## src/rtl/ucfp_pkg.sv

```systemverilog
// Package for the UART command frame parser.
// Holds event codes, register indexes, reset values and field widths.
// No dependencies; used by the interfaces and the top level.
package ucfp_pkg;

    // Payload capacity of one frame
    localparam int unsigned MAX_PAYLOAD_DEF = 2048;

    // Field widths
    localparam int unsigned BYTE_W  = 8;
    localparam int unsigned EVENT_W = 2;
    localparam int unsigned INDEX_W = 11;
    localparam int unsigned LEN_W   = 16;
    localparam int unsigned TMO_W   = 16;

    // Configuration port
    localparam int unsigned CFG_IDX_W  = 2;
    localparam int unsigned CFG_DATA_W = 16;

    localparam logic [CFG_IDX_W-1:0] CFG_START_BYTE = 2'd0;
    localparam logic [CFG_IDX_W-1:0] CFG_END_BYTE   = 2'd1;
    localparam logic [CFG_IDX_W-1:0] CFG_TIMEOUT_MS = 2'd2;

    localparam logic [BYTE_W-1:0] START_BYTE_RST = 8'h02;
    localparam logic [BYTE_W-1:0] END_BYTE_RST   = 8'h03;
    localparam logic [TMO_W-1:0]  TIMEOUT_RST    = 16'd1000;

    // Input item kinds
    localparam logic MODE_BYTE = 1'b0;
    localparam logic MODE_TICK = 1'b1;

    // Result event codes
    localparam logic [EVENT_W-1:0] EV_NONE   = 2'd0;
    localparam logic [EVENT_W-1:0] EV_DATA   = 2'd1;
    localparam logic [EVENT_W-1:0] EV_ACCEPT = 2'd2;
    localparam logic [EVENT_W-1:0] EV_REJECT = 2'd3;

endpackage

```

## src/rtl/ucfp_in_if.sv

```systemverilog
// Input channel of the frame parser: one received byte or one ms tick.
// Depends on ucfp_pkg for field widths.
interface ucfp_in_if;
    logic                          valid;
    logic                          ready;
    logic                          mode;
    logic [ucfp_pkg::BYTE_W-1:0]   rx_byte;

    modport source (output valid, output mode, output rx_byte, input ready);
    modport sink   (input valid, input mode, input rx_byte, output ready);
endinterface

```

## src/rtl/ucfp_out_if.sv

```systemverilog
// Result channel of the frame parser: one event per received byte.
// Depends on ucfp_pkg for field widths.
interface ucfp_out_if;
    logic                          valid;
    logic                          ready;
    logic [ucfp_pkg::EVENT_W-1:0]  event_res;
    logic [ucfp_pkg::BYTE_W-1:0]   payload_byte;
    logic [ucfp_pkg::INDEX_W-1:0]  payload_index;
    logic [ucfp_pkg::BYTE_W-1:0]   command_code;
    logic [ucfp_pkg::BYTE_W-1:0]   direction_code;
    logic [ucfp_pkg::BYTE_W-1:0]   error_code;
    logic [ucfp_pkg::LEN_W-1:0]    payload_length;

    modport source (output valid, output event_res, output payload_byte,
                    output payload_index, output command_code, output direction_code,
                    output error_code, output payload_length, input ready);
    modport sink   (input valid, input event_res, input payload_byte,
                    input payload_index, input command_code, input direction_code,
                    input error_code, input payload_length, output ready);
endinterface

```

## src/rtl/uart_command_frame_parser_unit.sv

```systemverilog
// Top level of the UART command frame parser (single module).
// Depends on ucfp_pkg, ucfp_in_if and ucfp_out_if.
//
// Usage:
//   i_item carries one transaction per received UART byte (mode 0) or per
//   millisecond tick (mode 1). o_result carries one event transaction for
//   every received byte: nothing, payload byte with its index, frame
//   accepted or frame rejected, with the held header fields. Ticks give no
//   result; they only age the idle counter, which saturates at timeout_ms.
//   A byte that arrives once the counter has reached the timeout first
//   drops any partial frame.
//   Each byte's event is registered and shows on o_result in the cycle
//   after the byte is accepted. Throughput: one transaction per cycle while
//   o_result is not stalled; the frame state machine and the result
//   register are updated in the same cycle, so no item waits for another.
//   Stall: the result register holds its event until taken; while it is
//   full and not being taken, i_item.ready is low. A taken result frees the
//   register in the same cycle, so back-to-back traffic keeps flowing.
//   Reset (i_rst_n low, synchronous): parser waits for a start byte,
//   running checksum and header are cleared, registers return to start 2,
//   end 3, timeout 1000 ms. The user must write configuration through
//   i_cfg_* only while no transaction is in flight; the block does not enforce this.
module uart_command_frame_parser_unit #(
    parameter int unsigned MAX_PAYLOAD = ucfp_pkg::MAX_PAYLOAD_DEF
) (
    input  logic                              i_clk,
    input  logic                              i_rst_n,
    input  logic                              i_cfg_we,
    input  logic [ucfp_pkg::CFG_IDX_W-1:0]    i_cfg_idx,
    input  logic [ucfp_pkg::CFG_DATA_W-1:0]   i_cfg_wdata,
    ucfp_in_if.sink                           i_item,
    ucfp_out_if.source                        o_result
);

    // Position counter must hold MAX_PAYLOAD itself
    localparam int unsigned POS_W = $clog2(MAX_PAYLOAD + 1);
    localparam int unsigned EXT_W = ucfp_pkg::LEN_W + 1;
    localparam logic [EXT_W-1:0] MAX_EXT = EXT_W'(MAX_PAYLOAD);

    typedef enum logic [3:0] {
        PH_START, PH_CMD, PH_DIR, PH_ERR, PH_LENL, PH_LENH, PH_DATA, PH_CHECK, PH_END
    } t_phase;

    // Configuration registers
    logic [ucfp_pkg::BYTE_W-1:0] r_start_byte;
    logic [ucfp_pkg::BYTE_W-1:0] r_end_byte;
    logic [ucfp_pkg::TMO_W-1:0]  r_timeout_ms;

    // Frame state
    t_phase                      r_phase, n_phase;
    logic [ucfp_pkg::BYTE_W-1:0] r_xor, n_xor;
    logic [ucfp_pkg::BYTE_W-1:0] r_check, n_check;
    logic [ucfp_pkg::BYTE_W-1:0] r_cmd, n_cmd;
    logic [ucfp_pkg::BYTE_W-1:0] r_dir, n_dir;
    logic [ucfp_pkg::BYTE_W-1:0] r_err, n_err;
    logic [ucfp_pkg::LEN_W-1:0]  r_len, n_len;
    logic [POS_W-1:0]            r_pos, n_pos;
    logic [ucfp_pkg::TMO_W-1:0]  r_idle, n_idle;

    // Result register
    logic                         r_out_valid, n_out_valid;
    logic [ucfp_pkg::EVENT_W-1:0] r_ev, n_ev;
    logic [ucfp_pkg::BYTE_W-1:0]  r_pbyte, n_pbyte;
    logic [ucfp_pkg::INDEX_W-1:0] r_pidx, n_pidx;
    logic [ucfp_pkg::BYTE_W-1:0]  r_ocmd, n_ocmd;
    logic [ucfp_pkg::BYTE_W-1:0]  r_odir, n_odir;
    logic [ucfp_pkg::BYTE_W-1:0]  r_oerr, n_oerr;
    logic [ucfp_pkg::LEN_W-1:0]   r_olen, n_olen;

    logic             in_ready;
    logic             in_fire;
    logic             byte_fire;
    t_phase           cur_phase;
    logic [EXT_W-1:0] pos_ext;
    logic [EXT_W-1:0] pos_inc;
    logic [ucfp_pkg::LEN_W-1:0] len_full;

    assign in_ready     = !r_out_valid || o_result.ready;
    assign i_item.ready = in_ready;
    assign in_fire      = i_item.valid && in_ready;
    assign byte_fire    = in_fire && (i_item.mode == ucfp_pkg::MODE_BYTE);

    assign pos_ext  = EXT_W'(r_pos);
    assign pos_inc  = pos_ext + EXT_W'(1);
    assign len_full = {i_item.rx_byte, r_len[ucfp_pkg::BYTE_W-1:0]};

    // Timeout forces resync before the byte is parsed
    assign cur_phase = (r_idle >= r_timeout_ms) ? PH_START : r_phase;

    // Next-state and result logic
    always_comb begin
        n_phase     = r_phase;
        n_xor       = r_xor;
        n_check     = r_check;
        n_cmd       = r_cmd;
        n_dir       = r_dir;
        n_err       = r_err;
        n_len       = r_len;
        n_pos       = r_pos;
        n_idle      = r_idle;
        n_out_valid = r_out_valid && !o_result.ready;
        n_ev        = r_ev;
        n_pbyte     = r_pbyte;
        n_pidx      = r_pidx;
        n_ocmd      = r_ocmd;
        n_odir      = r_odir;
        n_oerr      = r_oerr;
        n_olen      = r_olen;

        if (in_fire && (i_item.mode == ucfp_pkg::MODE_TICK)) begin
            if (r_idle < r_timeout_ms) begin
                n_idle = r_idle + ucfp_pkg::TMO_W'(1);
            end
        end

        if (byte_fire) begin
            n_idle  = '0;
            n_ev    = ucfp_pkg::EV_NONE;
            n_pbyte = '0;
            n_pidx  = '0;
            n_phase = cur_phase;
            case (cur_phase)
                PH_CMD: begin
                    n_cmd   = i_item.rx_byte;
                    n_xor   = r_xor ^ i_item.rx_byte;
                    n_phase = PH_DIR;
                end
                PH_DIR: begin
                    n_dir   = i_item.rx_byte;
                    n_xor   = r_xor ^ i_item.rx_byte;
                    n_phase = PH_ERR;
                end
                PH_ERR: begin
                    n_err   = i_item.rx_byte;
                    n_xor   = r_xor ^ i_item.rx_byte;
                    n_phase = PH_LENL;
                end
                PH_LENL: begin
                    n_len   = ucfp_pkg::LEN_W'(i_item.rx_byte);
                    n_xor   = r_xor ^ i_item.rx_byte;
                    n_phase = PH_LENH;
                end
                PH_LENH: begin
                    n_len   = len_full;
                    n_xor   = r_xor ^ i_item.rx_byte;
                    n_pos   = '0;
                    n_phase = (len_full != '0) ? PH_DATA : PH_CHECK;
                end
                PH_DATA: begin
                    if (pos_ext < MAX_EXT) begin
                        n_ev    = ucfp_pkg::EV_DATA;
                        n_pbyte = i_item.rx_byte;
                        n_pidx  = pos_ext[ucfp_pkg::INDEX_W-1:0];
                        n_xor   = r_xor ^ i_item.rx_byte;
                        n_pos   = pos_inc[POS_W-1:0];
                        if (pos_inc == EXT_W'(r_len)) begin
                            n_phase = PH_CHECK;
                        end
                    end else begin
                        n_ev    = ucfp_pkg::EV_REJECT;
                        n_phase = PH_START;
                    end
                end
                PH_CHECK: begin
                    n_check = i_item.rx_byte;
                    n_phase = PH_END;
                end
                PH_END: begin
                    if ((i_item.rx_byte == r_end_byte) && (r_xor == r_check)) begin
                        n_ev = ucfp_pkg::EV_ACCEPT;
                    end else begin
                        n_ev = ucfp_pkg::EV_REJECT;
                    end
                    n_phase = PH_START;
                end
                default: begin
                    if (i_item.rx_byte == r_start_byte) begin
                        n_xor   = '0;
                        n_phase = PH_CMD;
                    end else begin
                        n_phase = PH_START;
                    end
                end
            endcase

            // Header goes out with every real event
            if (n_ev != ucfp_pkg::EV_NONE) begin
                n_ocmd = n_cmd;
                n_odir = n_dir;
                n_oerr = n_err;
                n_olen = n_len;
            end else begin
                n_ocmd = '0;
                n_odir = '0;
                n_oerr = '0;
                n_olen = '0;
            end
            n_out_valid = 1'b1;
        end
    end

    // State, configuration and result registers
    always_ff @(posedge i_clk) begin
        if (!i_rst_n) begin
            r_start_byte <= ucfp_pkg::START_BYTE_RST;
            r_end_byte   <= ucfp_pkg::END_BYTE_RST;
            r_timeout_ms <= ucfp_pkg::TIMEOUT_RST;
            r_phase      <= PH_START;
            r_xor        <= '0;
            r_check      <= '0;
            r_cmd        <= '0;
            r_dir        <= '0;
            r_err        <= '0;
            r_len        <= '0;
            r_pos        <= '0;
            r_idle       <= '0;
            r_out_valid  <= 1'b0;
        end else begin
            if (i_cfg_we) begin
                case (i_cfg_idx)
                    ucfp_pkg::CFG_START_BYTE: r_start_byte <= i_cfg_wdata[ucfp_pkg::BYTE_W-1:0];
                    ucfp_pkg::CFG_END_BYTE:   r_end_byte   <= i_cfg_wdata[ucfp_pkg::BYTE_W-1:0];
                    ucfp_pkg::CFG_TIMEOUT_MS: r_timeout_ms <= i_cfg_wdata[ucfp_pkg::TMO_W-1:0];
                    default: ;
                endcase
            end
            r_phase     <= n_phase;
            r_xor       <= n_xor;
            r_check     <= n_check;
            r_cmd       <= n_cmd;
            r_dir       <= n_dir;
            r_err       <= n_err;
            r_len       <= n_len;
            r_pos       <= n_pos;
            r_idle      <= n_idle;
            r_out_valid <= n_out_valid;
        end
        // Result payload, no reset needed
        r_ev    <= n_ev;
        r_pbyte <= n_pbyte;
        r_pidx  <= n_pidx;
        r_ocmd  <= n_ocmd;
        r_odir  <= n_odir;
        r_oerr  <= n_oerr;
        r_olen  <= n_olen;
    end

    assign o_result.valid          = r_out_valid;
    assign o_result.event_res      = r_ev;
    assign o_result.payload_byte   = r_pbyte;
    assign o_result.payload_index  = r_pidx;
    assign o_result.command_code   = r_ocmd;
    assign o_result.direction_code = r_odir;
    assign o_result.error_code     = r_oerr;
    assign o_result.payload_length = r_olen;

endmodule

```

## src/flat_wrapper.sv

```systemverilog
// flat-port wrapper written by rule: the top's interface ports become plain ports
module uart_command_frame_parser_unit_flat 
#(
    parameter int unsigned MAX_PAYLOAD = ucfp_pkg::MAX_PAYLOAD_DEF
)
  (i_clk, i_rst_n, i_cfg_we, i_cfg_idx, i_cfg_wdata, i_item_valid, i_item_mode, i_item_rx_byte, i_item_ready, o_result_valid, o_result_event_res, o_result_payload_byte, o_result_payload_index, o_result_command_code, o_result_direction_code, o_result_error_code, o_result_payload_length, o_result_ready);
  ucfp_in_if i_item_i ();
  ucfp_out_if o_result_i ();
  input  logic i_clk;
  input  logic i_rst_n;
  input  logic i_cfg_we;
  input  logic [ucfp_pkg::CFG_IDX_W-1:0] i_cfg_idx;
  input  logic [ucfp_pkg::CFG_DATA_W-1:0] i_cfg_wdata;
  input wire logic [$bits(i_item_i.valid)-1:0] i_item_valid;
  input wire logic [$bits(i_item_i.mode)-1:0] i_item_mode;
  input wire logic [$bits(i_item_i.rx_byte)-1:0] i_item_rx_byte;
  output wire logic [$bits(i_item_i.ready)-1:0] i_item_ready;
  output wire logic [$bits(o_result_i.valid)-1:0] o_result_valid;
  output wire logic [$bits(o_result_i.event_res)-1:0] o_result_event_res;
  output wire logic [$bits(o_result_i.payload_byte)-1:0] o_result_payload_byte;
  output wire logic [$bits(o_result_i.payload_index)-1:0] o_result_payload_index;
  output wire logic [$bits(o_result_i.command_code)-1:0] o_result_command_code;
  output wire logic [$bits(o_result_i.direction_code)-1:0] o_result_direction_code;
  output wire logic [$bits(o_result_i.error_code)-1:0] o_result_error_code;
  output wire logic [$bits(o_result_i.payload_length)-1:0] o_result_payload_length;
  input wire logic [$bits(o_result_i.ready)-1:0] o_result_ready;
  assign i_item_i.valid = i_item_valid;
  assign i_item_i.mode = i_item_mode;
  assign i_item_i.rx_byte = i_item_rx_byte;
  assign i_item_ready = i_item_i.ready;
  assign o_result_valid = o_result_i.valid;
  assign o_result_event_res = o_result_i.event_res;
  assign o_result_payload_byte = o_result_i.payload_byte;
  assign o_result_payload_index = o_result_i.payload_index;
  assign o_result_command_code = o_result_i.command_code;
  assign o_result_direction_code = o_result_i.direction_code;
  assign o_result_error_code = o_result_i.error_code;
  assign o_result_payload_length = o_result_i.payload_length;
  assign o_result_i.ready = o_result_ready;
  uart_command_frame_parser_unit #(.MAX_PAYLOAD(MAX_PAYLOAD)) u_core (.i_clk(i_clk), .i_rst_n(i_rst_n), .i_cfg_we(i_cfg_we), .i_cfg_idx(i_cfg_idx), .i_cfg_wdata(i_cfg_wdata), .i_item(i_item_i), .o_result(o_result_i));
endmodule
```

## config.mk

```make
export PLATFORM = sky130hd
export DESIGN_NAME = uart_command_frame_parser_unit_flat
export DESIGN_NICKNAME = d
export VERILOG_FILES = /design/src/rtl/ucfp_pkg.sv /design/src/rtl/ucfp_in_if.sv /design/src/rtl/ucfp_out_if.sv /design/src/rtl/uart_command_frame_parser_unit.sv /design/src/flat_wrapper.sv
export SDC_FILE = /design/constraint.sdc
export NUM_CORES = 1
export LEC_CHECK = 0
export BUFFER_PORTS_ARGS = -buffer_cell sky130_fd_sc_hd__buf_2
export CAP_MARGIN = 10
export CORE_UTILIZATION = 48
export DETAILED_ROUTE_END_ITERATION = 16
export PLACE_DENSITY_LB_ADDON = 0.05
export SLEW_MARGIN = 40
export SYNTH_ARGS = -nofsm -noshare
export SYNTH_HDL_FRONTEND = slang
export SYNTH_SLANG_ARGS = --single-unit
```

## constraint.sdc

```tcl
create_clock -name i_clk -period 5.7 [get_ports i_clk]
set_clock_uncertainty 0.05 [all_clocks]
set_input_delay 1.14 -clock i_clk [delete_from_list [all_inputs] [get_ports i_clk]]
set_output_delay 1.14 -clock i_clk [all_outputs]
set_load 0.01 [all_outputs]
```

After elaboration in Yosys (flattened, before gate mapping):

Index checks and enable logic that the tools add are counted.

* output and inout bits: 63
* logic and storage cells: 88
* flip-flop bits (word level): 182

* bitwise logic cells: 4
* reductions and logical operators: 24
* equal/unequal tests: 15
* $lt $le $gt $ge: 3
* $add $sub $neg: 2
* muxes and demuxes: 20

Operators by type and width (count)
* two-way mux 8 bit: 5
* case mux 16 bit (2 select lines): 1
* case mux 4 bit (8 select lines): 1
* equality test 8 bit: 3
* case mux 12 bit (2 select lines): 1
* case mux 8 bit (3 select lines): 1
* equality test 17 x 16 -> 1 bit: 1
* adder 16 x 1 -> 16 bit, second input constant: 1
* equality test 4 x 3 -> 1 bit, second input constant: 4
* >= comparator 16 bit: 1
* < comparator 16 bit: 1
* nonzero test 16 bit: 1
* adder 12 x 1 -> 13 bit, second input constant: 1
* < comparator 12 bit, second input constant: 1
* two-way mux 12 bit: 1
* two-way mux 4 bit: 3
* AND reduction 2 bit: 6
* equality test 4 x 2 -> 1 bit, second input constant: 2
* XOR 8 bit: 1
* logical AND 1 bit: 5
* OR reduction 5 bit: 1
* equality test 4 x 1 -> 1 bit, second input constant: 1
* equality test 4 bit, second input constant: 1
* two-way mux 1 bit: 4
* other kinds (14): 20

Longest topological paths before layout:

Gate-level depths: netlist (run 1).

* depth in word-level cells: 6
* depth in mapped cells: 12

Worst setup path before layout (run 1):

OpenSTA, ideal clock, no wires.

* path kind: input to register
* start point: input o_result_ready
* end point: register u_core.r_xor[1] (netlist name)
* required time: 5.592 ns
* buffers on the path: 1
* data arrival time: 3.531 ns
* stages on the path: 10
* path slack: 2.061 ns
* cell sequence: nand2b_1 -> nand2_1 -> or2_2 -> inv_2 -> nand2_1 -> nor2_1 -> nand3_2 -> buf_6 -> nor3b_1 -> a211o_1

* longest elaborated chain between the ends: 4

RTL lines
* start: declaration: line flat_wrapper.sv:26 `input wire logic [$bits(o_result_i.ready)-1:0] o_result_ready;`
* logical OR 1 bit: line uart_command_frame_parser_unit.sv:78 `assign in_ready = !r_out_valid || o_result.ready;`
* logical AND 1 bit: line uart_command_frame_parser_unit.sv:80 `assign in_fire = i_item.valid && in_ready;`
* logical AND 1 bit: line uart_command_frame_parser_unit.sv:81 `assign byte_fire = in_fire && (i_item.mode == ucfp_pkg::MODE_BYTE);`
* via u_core.byte_fire: line uart_command_frame_parser_unit.sv:72 `logic byte_fire;`
* AND reduction 4 bit (no source line)
* end signal: assignment: line uart_command_frame_parser_unit.sv:228 `r_xor <= n_xor;`
* end: declaration: line uart_command_frame_parser_unit.sv:51 `logic [ucfp_pkg::BYTE_W-1:0] r_xor, n_xor;`

The timed path passes the listed nets, and every way through them passes these cells.
A chain may end at the register's enable or synchronous reset.

Worst setup path in the final report (run 1):

* start point: input o_result_ready
* end point: register u_core.r_len[2] (netlist name)

* longest elaborated chain between the ends: 3

RTL lines
* logical OR 1 bit: line uart_command_frame_parser_unit.sv:78
* logical AND 1 bit: line uart_command_frame_parser_unit.sv:80
* logical AND 1 bit: line uart_command_frame_parser_unit.sv:81
* via u_core.byte_fire: line uart_command_frame_parser_unit.sv:72
* end signal: assignment: line uart_command_frame_parser_unit.sv:233 `r_len <= n_len;`
* end: declaration: line uart_command_frame_parser_unit.sv:56 `logic [ucfp_pkg::LEN_W-1:0] r_len, n_len;`

The timed path passes the listed nets, and every way through them passes these cells.

==> metrics.csv, run 1 <==
stage,metric,value,unit
cts,cts.sinks,182,
final_layout,final_cell_mix,"121 x dfxtp_1, 111 x nand2_1, 94 x buf_2",
floorplanning,die_y,137,um
cts,cts-htree-levels,4,
placed_design,dp_hpwl,13900,um
final_layout,layout_commonest_cell,dfxtp_1,
worst_setup_path,cp.arrival,3870,ps
yosys,synth_edf_count,61,
global_routing,grt_use_total,0.227,
floorplanning,row_count,49,
sta,relSlewSlack,0.490,
floorplanning,coreArea,17900,um^2
sta,worst_pin_slew,758,ps
final_layout,finish.net_count,1005,
yosys,synth_seq_area_share,0.486,
status,outcome,completed,
yosys,ys_seq_elements,182,
sta,min_period,3620,ps
worst_setup_path,cp-start-kind,input pin,
worst_setup_path,cp_max_fo,46,
worst_setup_path,slowest_stage,and4_1,
yosys,synthArstFlopShare,0,
worst_setup_path,worst-setup-path-type,in -> reg,
yosys,yosys.area.top_type_share,0.277,
global_routing,antenna_found_initial,1,
sta,fin_setup_tns,0,ps
sta,slew_viol_final,0,
cts,cts_setup_buffers,0,
drt,drtIter0Drc,478,
drt,drc,0,
drt,dr.pass1.iters,5,
drt,viasPerCell,5.61,
cts,cts_tree,yes,
drt,postRouteAntennaNets,0,
final_layout,final_cells,1197,
yosys,postSynthCellCount,893,
yosys,synth_nets,943,
drt,drt_wl_total,20300,um
final_layout,layout-drive-gt1-share,0.180,
yosys,synth.area.top_cells,"dfxtp_1 28%, edfxtp_1 21%, mux2i_1 6.5%",
final_layout,syn_to_final_growth,12.7,%
placed_design,io_buffers,94,
cts,clockBufferDepth,2,
worst_setup_path,max_stage_delay,630,ps
yosys,synth_area,8750,um^2
floorplanning,die_x,137,um
yosys,syn_avg_cell_area,9.80,um^2
global_routing,overflow,0,
sta,hold_viol_final,0,
final_layout,antenna_cells,0,
yosys,synthDistinctLibCells,70,
worst_setup_path,cp-end-kind,flip-flop,
drt,vias,6713,
power_and_ir_drop,p_per_area,268,nW/um^2
floorplanning,start_util,0.489,
cts,ctsRootBufferMaster,clkbuf_16,
cts,cts.hold.buffers_added,0,
yosys,synth-main-ff-cell,dfxtp_1,
power_and_ir_drop,cellLeakagePower,3.81,nW
cts,cts_resized,0,
worst_setup_path,crit_buf_inv,3,
global_routing,grt_pass1_vias,6500,
power_and_ir_drop,max-vdd-ir-drop,0.000204,V
min_path,min_path_type,reg -> reg,
cts,clk_pin_slew,60,ps
placed_design,place_congestion,0.901,
global_routing,grt_pass1_wl,32800,um
worst_setup_path,path_cells,"buf_2, nand2b_1, nand2_1, or2_2, inv_2, buf_4, and4_1, mux2i_1, nor2_1",
cts,clock_latency,430,ps
sta,fmax,276,MHz
cts,numCtsBuffers,17,
worst_setup_path,cp_top_family,simple AND/OR/NAND/NOR gates,
drt,wl_per_cell,16.9,um
worst_setup_path,worstPathRequired,5950,ps
yosys,yosys.area.top_type,dfxtp_1,
floorplanning,dieArea,18800,um^2
sta,rsz0062_at_grt,no,
floorplanning,pin_count,95,
global_routing,grt_max_degree,83,
placed_design,post-place-cells,1165,
yosys,ys_warn_count,0,
sta,period_share,0.635,
sta,setup_violations,0,
job,drv_cap,0,
-- power breakdown --
group	internal [mW]	switching, mW	leakage, nW	total (mW)
Clock	0.605	0.516	0.263	1.12
Sequential	1.36	0.0114	1.56	1.37
Combinational	0.0484	0.0997	1.99	0.148
-- synth_stat cells, types with 3 or more instances --
cell,instances
nor4_1,13
edfxtp_1,61
nand2b_1,3
nand3b_1,4
o211ai_1,6
nor2_1,73
nor3b_1,17
a31oi_1,9
ha_1,18
nand2_1,111
nand3_1,53
dfxtp_1,121
nand3_2,6
mux2i_1,57
nor3_1,11
o21ai_0,29
buf_2,5
inv_1,20
and2_1,20
o21ai_2,8
a21oi_1,32
and4_1,3
a211o_1,9
nor4b_1,8
and3_1,15
nand2_2,3
nand4_1,13
a211oi_1,4
buf_6,6
clkbuf_1,40
xor2_1,45
a41oi_1,3
buf_1,6
xnor2_1,15
-- area by class of cell --
| type | instances | area, um^2 |
|---|---|---|
| fill | 1583 | 8040 |
| sequential | 182 | 4250 |
| multi-input combinational | 631 | 4160 |
| timing repair buffer | 100 | 519 |
| clock buffer | 18 | 429 |
| tap | 229 | 287 |
| clock inverter | 14 | 128 |
| inverter | 23 | 86.3 |
-- kinds of logic (layout without fill, tap and decap cells) --
group	after synthesis	count (layout)	synth area share
simple gates	373	373	0.227
fa+ha+maj	18	18	0.0257
mux	57	57	0.0652
compound gates	123	123	0.0954
flops	182	182	0.486
xor+xnor	60	60	0.0601
buf+inv	80	155	0.0402
-- worst paths after layout --
| kind | slack (ps) | to | cells after the start | start |
|---|---|---|---|---|
| max | 2080 | u_core.r_len[2] | 9 | o_result_ready |
| min | 410 | u_core.r_timeout_ms[13] | 2 | u_core.r_timeout_ms[13] |
| max reg2reg | 2570 | u_core.r_len[2] | 8 | u_core.o_result.valid |
| min reg2reg | 410 | u_core.r_timeout_ms[13] | 2 | u_core.r_timeout_ms[13] |
-- per-stage QoR --
step           cell area, um^2   util  hold WS, ps  power [mW]  setup WS [ps]
6_report                  9860  0.551          408        2.64           2080
3_3_place_gp              9290  0.519          395        1.55           1800
3_5_place_dp              9300  0.519          401        1.55           1630
5_1_grt                   9860  0.551          429        2.73           1870
2_1_floorplan             8750      -          386        1.49           2060
4_1_cts                   9850  0.550          410        2.66           2070
-- worst register-to-register path, stage by stage, from the launching register on --
cell      delay, ps
dfxtp_1         320
nand2b_1        110
nand2_1          80
or2_2           400
inv_2           480
buf_4           620
and4_1          640
mux2i_1         260
nor2_1           60
-- sequential cells by signal, indices dropped and copies added, names as in the netlist, 8 cells and up --
| name | count |
|---|---|
| u_core.o_result.command_code | 8 |
| u_core.o_result.direction_code | 8 |
| u_core.o_result.error_code | 8 |
| u_core.o_result.payload_byte | 8 |
| u_core.o_result.payload_index | 11 |
| u_core.o_result.payload_length | 16 |
| u_core.r_check | 8 |
| u_core.r_cmd | 8 |
| u_core.r_dir | 8 |
| u_core.r_end_byte | 8 |
| u_core.r_err | 8 |
| u_core.r_idle | 16 |
| u_core.r_len | 16 |
| u_core.r_pos | 12 |
| u_core.r_start_byte | 8 |
| u_core.r_timeout_ms | 16 |
| u_core.r_xor | 8 |
-- layer usage --
metal	up-vias	GRT usage	wire length, um
met5	-	0	13
met4	2	0.0842	329
li1	3300	-	-
met1	3201	0.293	9140
met2	178	0.378	9820
met3	32	0.0415	962
No activity file was read; power rests on OpenSTA's default activity.
==> inputs of run 2 (changes only) <==
clock period = 3.4 ns   (was 5.7 ns; I/O delays follow)
==> run 2 against run 1 <==
Worst hold slack lost 0.74 ps. Setup slack lost 1700 ps. Utilization grew 0.57 points. Clock power grew 77%. Via count grew 1.0%. Die area is the same. Highest routed layer is now met4. Register-to-register slack lost 2200 ps. Combinational power grew 72%. Final cell count grew 0.75%. Clock-buffer cell count grew 3. Design area grew 1.0%. Critical path depth is the same.
==> metrics.csv, run 2 (synthesis results as in run 1) <==
stage,metric,value,unit,change
placed_design,io_buffers,94,,unchanged
cts,cts.sinks,182,,unchanged
min_path,hold_path_end,u_core.r_timeout_ms[1],,
drt,wl_per_cell,17.2,um,+1.9%
sta,period_share,0.887,,
floorplanning,pin_count,95,,unchanged
cts,cts_resized,0,,unchanged
final_layout,layout_commonest_cell,dfxtp_1,,
sta,slew_viol_final,0,,unchanged
cts,clockBufferDepth,2,,unchanged
drt,drt_wl_total,20800,um,+2.7%
final_layout,final_cells,1206,,+0.75%
global_routing,antenna_found_initial,0,,-1
global_routing,overflow,0,,unchanged
worst_setup_path,crit_buf_inv,1,,-2
worst_setup_path,reg2reg_depth,9,,+1
min_path,worstHoldPathCells,2,,unchanged
worst_setup_path,worst-setup-path-type,reg -> reg,,
cts,clock_latency,430,ps,about the same
sta,hold_viol_final,0,,unchanged
placed_design,post-place-cells,1174,,+0.77%
worst_setup_path,regToRegEndpoint,u_core.o_result.direction_code[6],,
min_path,min_path_type,reg -> reg,,
worst_setup_path,worst-r2r-setup-slack,380,ps,-2190 ps
status,outcome,completed,,
worst_setup_path,slowest_stage,or4_4,,
drt,dr.pass1.iters,7,,+2
power_and_ir_drop,cellLeakagePower,3.88,nW,+1.8%
floorplanning,die_y,137,um,unchanged
worst_setup_path,cp_max_fo,24,,-48%
global_routing,grt_max_degree,68,,-18%
global_routing,grt_pass1_vias,6572,,+1.1%
global_routing,grt_use_total,0.231,,+0.00325
placed_design,place_congestion,0.863,,-4.2%
drt,drtIter0Drc,417,,-13%
worst_setup_path,worstPathRequired,3610,ps,-2340 ps
sta,fin_setup_tns,0,ps,unchanged
cts,cts_tree,yes,,
drt,viasPerCell,5.62,,+0.27%
final_layout,antenna_cells,0,,unchanged
sta,min_period,3020,ps,
worst_setup_path,max_stage_delay,700,ps,+70 ps
final_layout,fillers,1631,,+3.0%
cts,clk_pin_slew,70,ps,about the same
floorplanning,die_x,137,um,unchanged
worst_setup_path,r2r-start,u_core.r_timeout_ms[5],,
min_path,hold_start,u_core.r_timeout_ms[1],,
final_layout,finish.net_count,1014,,+0.90%
power_and_ir_drop,max-vdd-ir-drop,0.000367,V,+80%
final_layout,final_cell_mix,"121 x dfxtp_1, 111 x nand2_1, 94 x buf_2",,
cts,cts.hold.buffers_added,0,,unchanged
floorplanning,dieArea,18800,um^2,unchanged
worst_setup_path,cp-end-kind,flip-flop,,
cts,numCtsBuffers,17,,unchanged
worst_setup_path,cp-start-kind,flip-flop,,
job,drv_cap,0,,unchanged
floorplanning,row_count,49,,unchanged
drt,drc,0,,unchanged
floorplanning,coreArea,17900,um^2,unchanged
sta,worst_pin_slew,762,ps,+3.77 ps
drt,vias,6782,,+1.0%
worst_setup_path,path_cells,"inv_1, ha_1, a21oi_1, o21ai_0, o2bb2ai_2, or4_4, nor2_4, nand2_2, a21oi_1",,
global_routing,grt_pass1_wl,33200,um,+1.1%
cts,cts_setup_buffers,0,,unchanged
final_layout,layout-drive-gt1-share,0.184,,+0.00449
worst_setup_path,crit_top_cell,a21oi_1,,
final_layout,syn_to_final_growth,13.9,%,
sta,relSlewSlack,0.491,,+0.00117
drt,postRouteAntennaNets,0,,unchanged
sta,setup_violations,0,,unchanged
placed_design,dp_hpwl,14500,um,+4.7%
cts,cts-htree-levels,4,,unchanged
worst_setup_path,cp_top_family,simple AND/OR/NAND/NOR gates,,
cts,ctsRootBufferMaster,clkbuf_16,,
worst_setup_path,cp.arrival,3220,ps,-650 ps
power_and_ir_drop,p_per_area,456,nW/um^2,+70%
floorplanning,start_util,0.489,,unchanged
sta,rsz0062_at_grt,no,,
sta,fmax,332,MHz,
## run 2: worst max path at each step
stage / from / end / slack [ps] / depth (start not counted)
global route: u_core.r_idle[7] / u_core.r_xor[7] / 120 / 8
detailed placement: u_core.r_timeout_ms[11] / u_core.r_len[6] / 280 / 9
finish: u_core.r_timeout_ms[5] / u_core.o_result.direction_code[6] / 380 / 9
global placement: u_core.r_timeout_ms[11] / u_core.r_len[5] / 350 / 9
floorplan: o_result_ready / u_core.r_xor[1] / 220 / 10
CTS: u_core.r_timeout_ms[11] / u_core.r_len[5] / 210 / 9
## run 2: area by class of cell
class / instances / area [um^2] / area share
Clock inverter: 11 / 125 / 0.0126
Multi-Input combinational cell: 631 / 4150 / 0.416
Timing Repair Buffer: 109 / 596 / 0.0598
Tap cell: 229 / 287 / 0.0288
Sequential cell: 182 / 4250 / 0.427
Inverter: 23 / 86.3 / 0.00866
Clock buffer: 21 / 470 / 0.0472
## run 2: per-layer routing
layer  vias to the layer above  GRT usage  wire length (um)
li1                       3312          -                 -
met1                      3256      0.299              9560
met2                       181      0.385              9840
met3                        33     0.0396               972
met4                         0     0.0836               428
met5                         -          0                 0
## run 2: worst min-delay path, cell delays in order (launching register included)
cell     delay, ps
dfxtp_1        310
nand2_1         50
a21oi_1         50
## run 2: power by group
part | leakage, nW | total, mW | switching (mW) | internal, mW
Clock | 0.281 | 1.98 | 0.842 | 1.14
Sequential | 1.56 | 2.30 | 0.0194 | 2.28
Combinational | 2.04 | 0.255 | 0.169 | 0.0860
## run 2: metrics by stage
| step | worst slack [ps] | power, mW | hold slack (ps) | util | cell area, um^2 |
|---|---|---|---|---|---|
| 2_1_floorplan | 221 | 2.50 | 386 | - | 8750 |
| 3_3_place_gp | 353 | 2.60 | 397 | 0.523 | 9370 |
| 3_5_place_dp | 277 | 2.61 | 399 | 0.523 | 9370 |
| 4_1_cts | 211 | 4.58 | 408 | 0.556 | 9960 |
| 5_1_grt | 118 | 4.67 | 430 | 0.557 | 9960 |
| 6_report | 384 | 4.54 | 407 | 0.557 | 9960 |
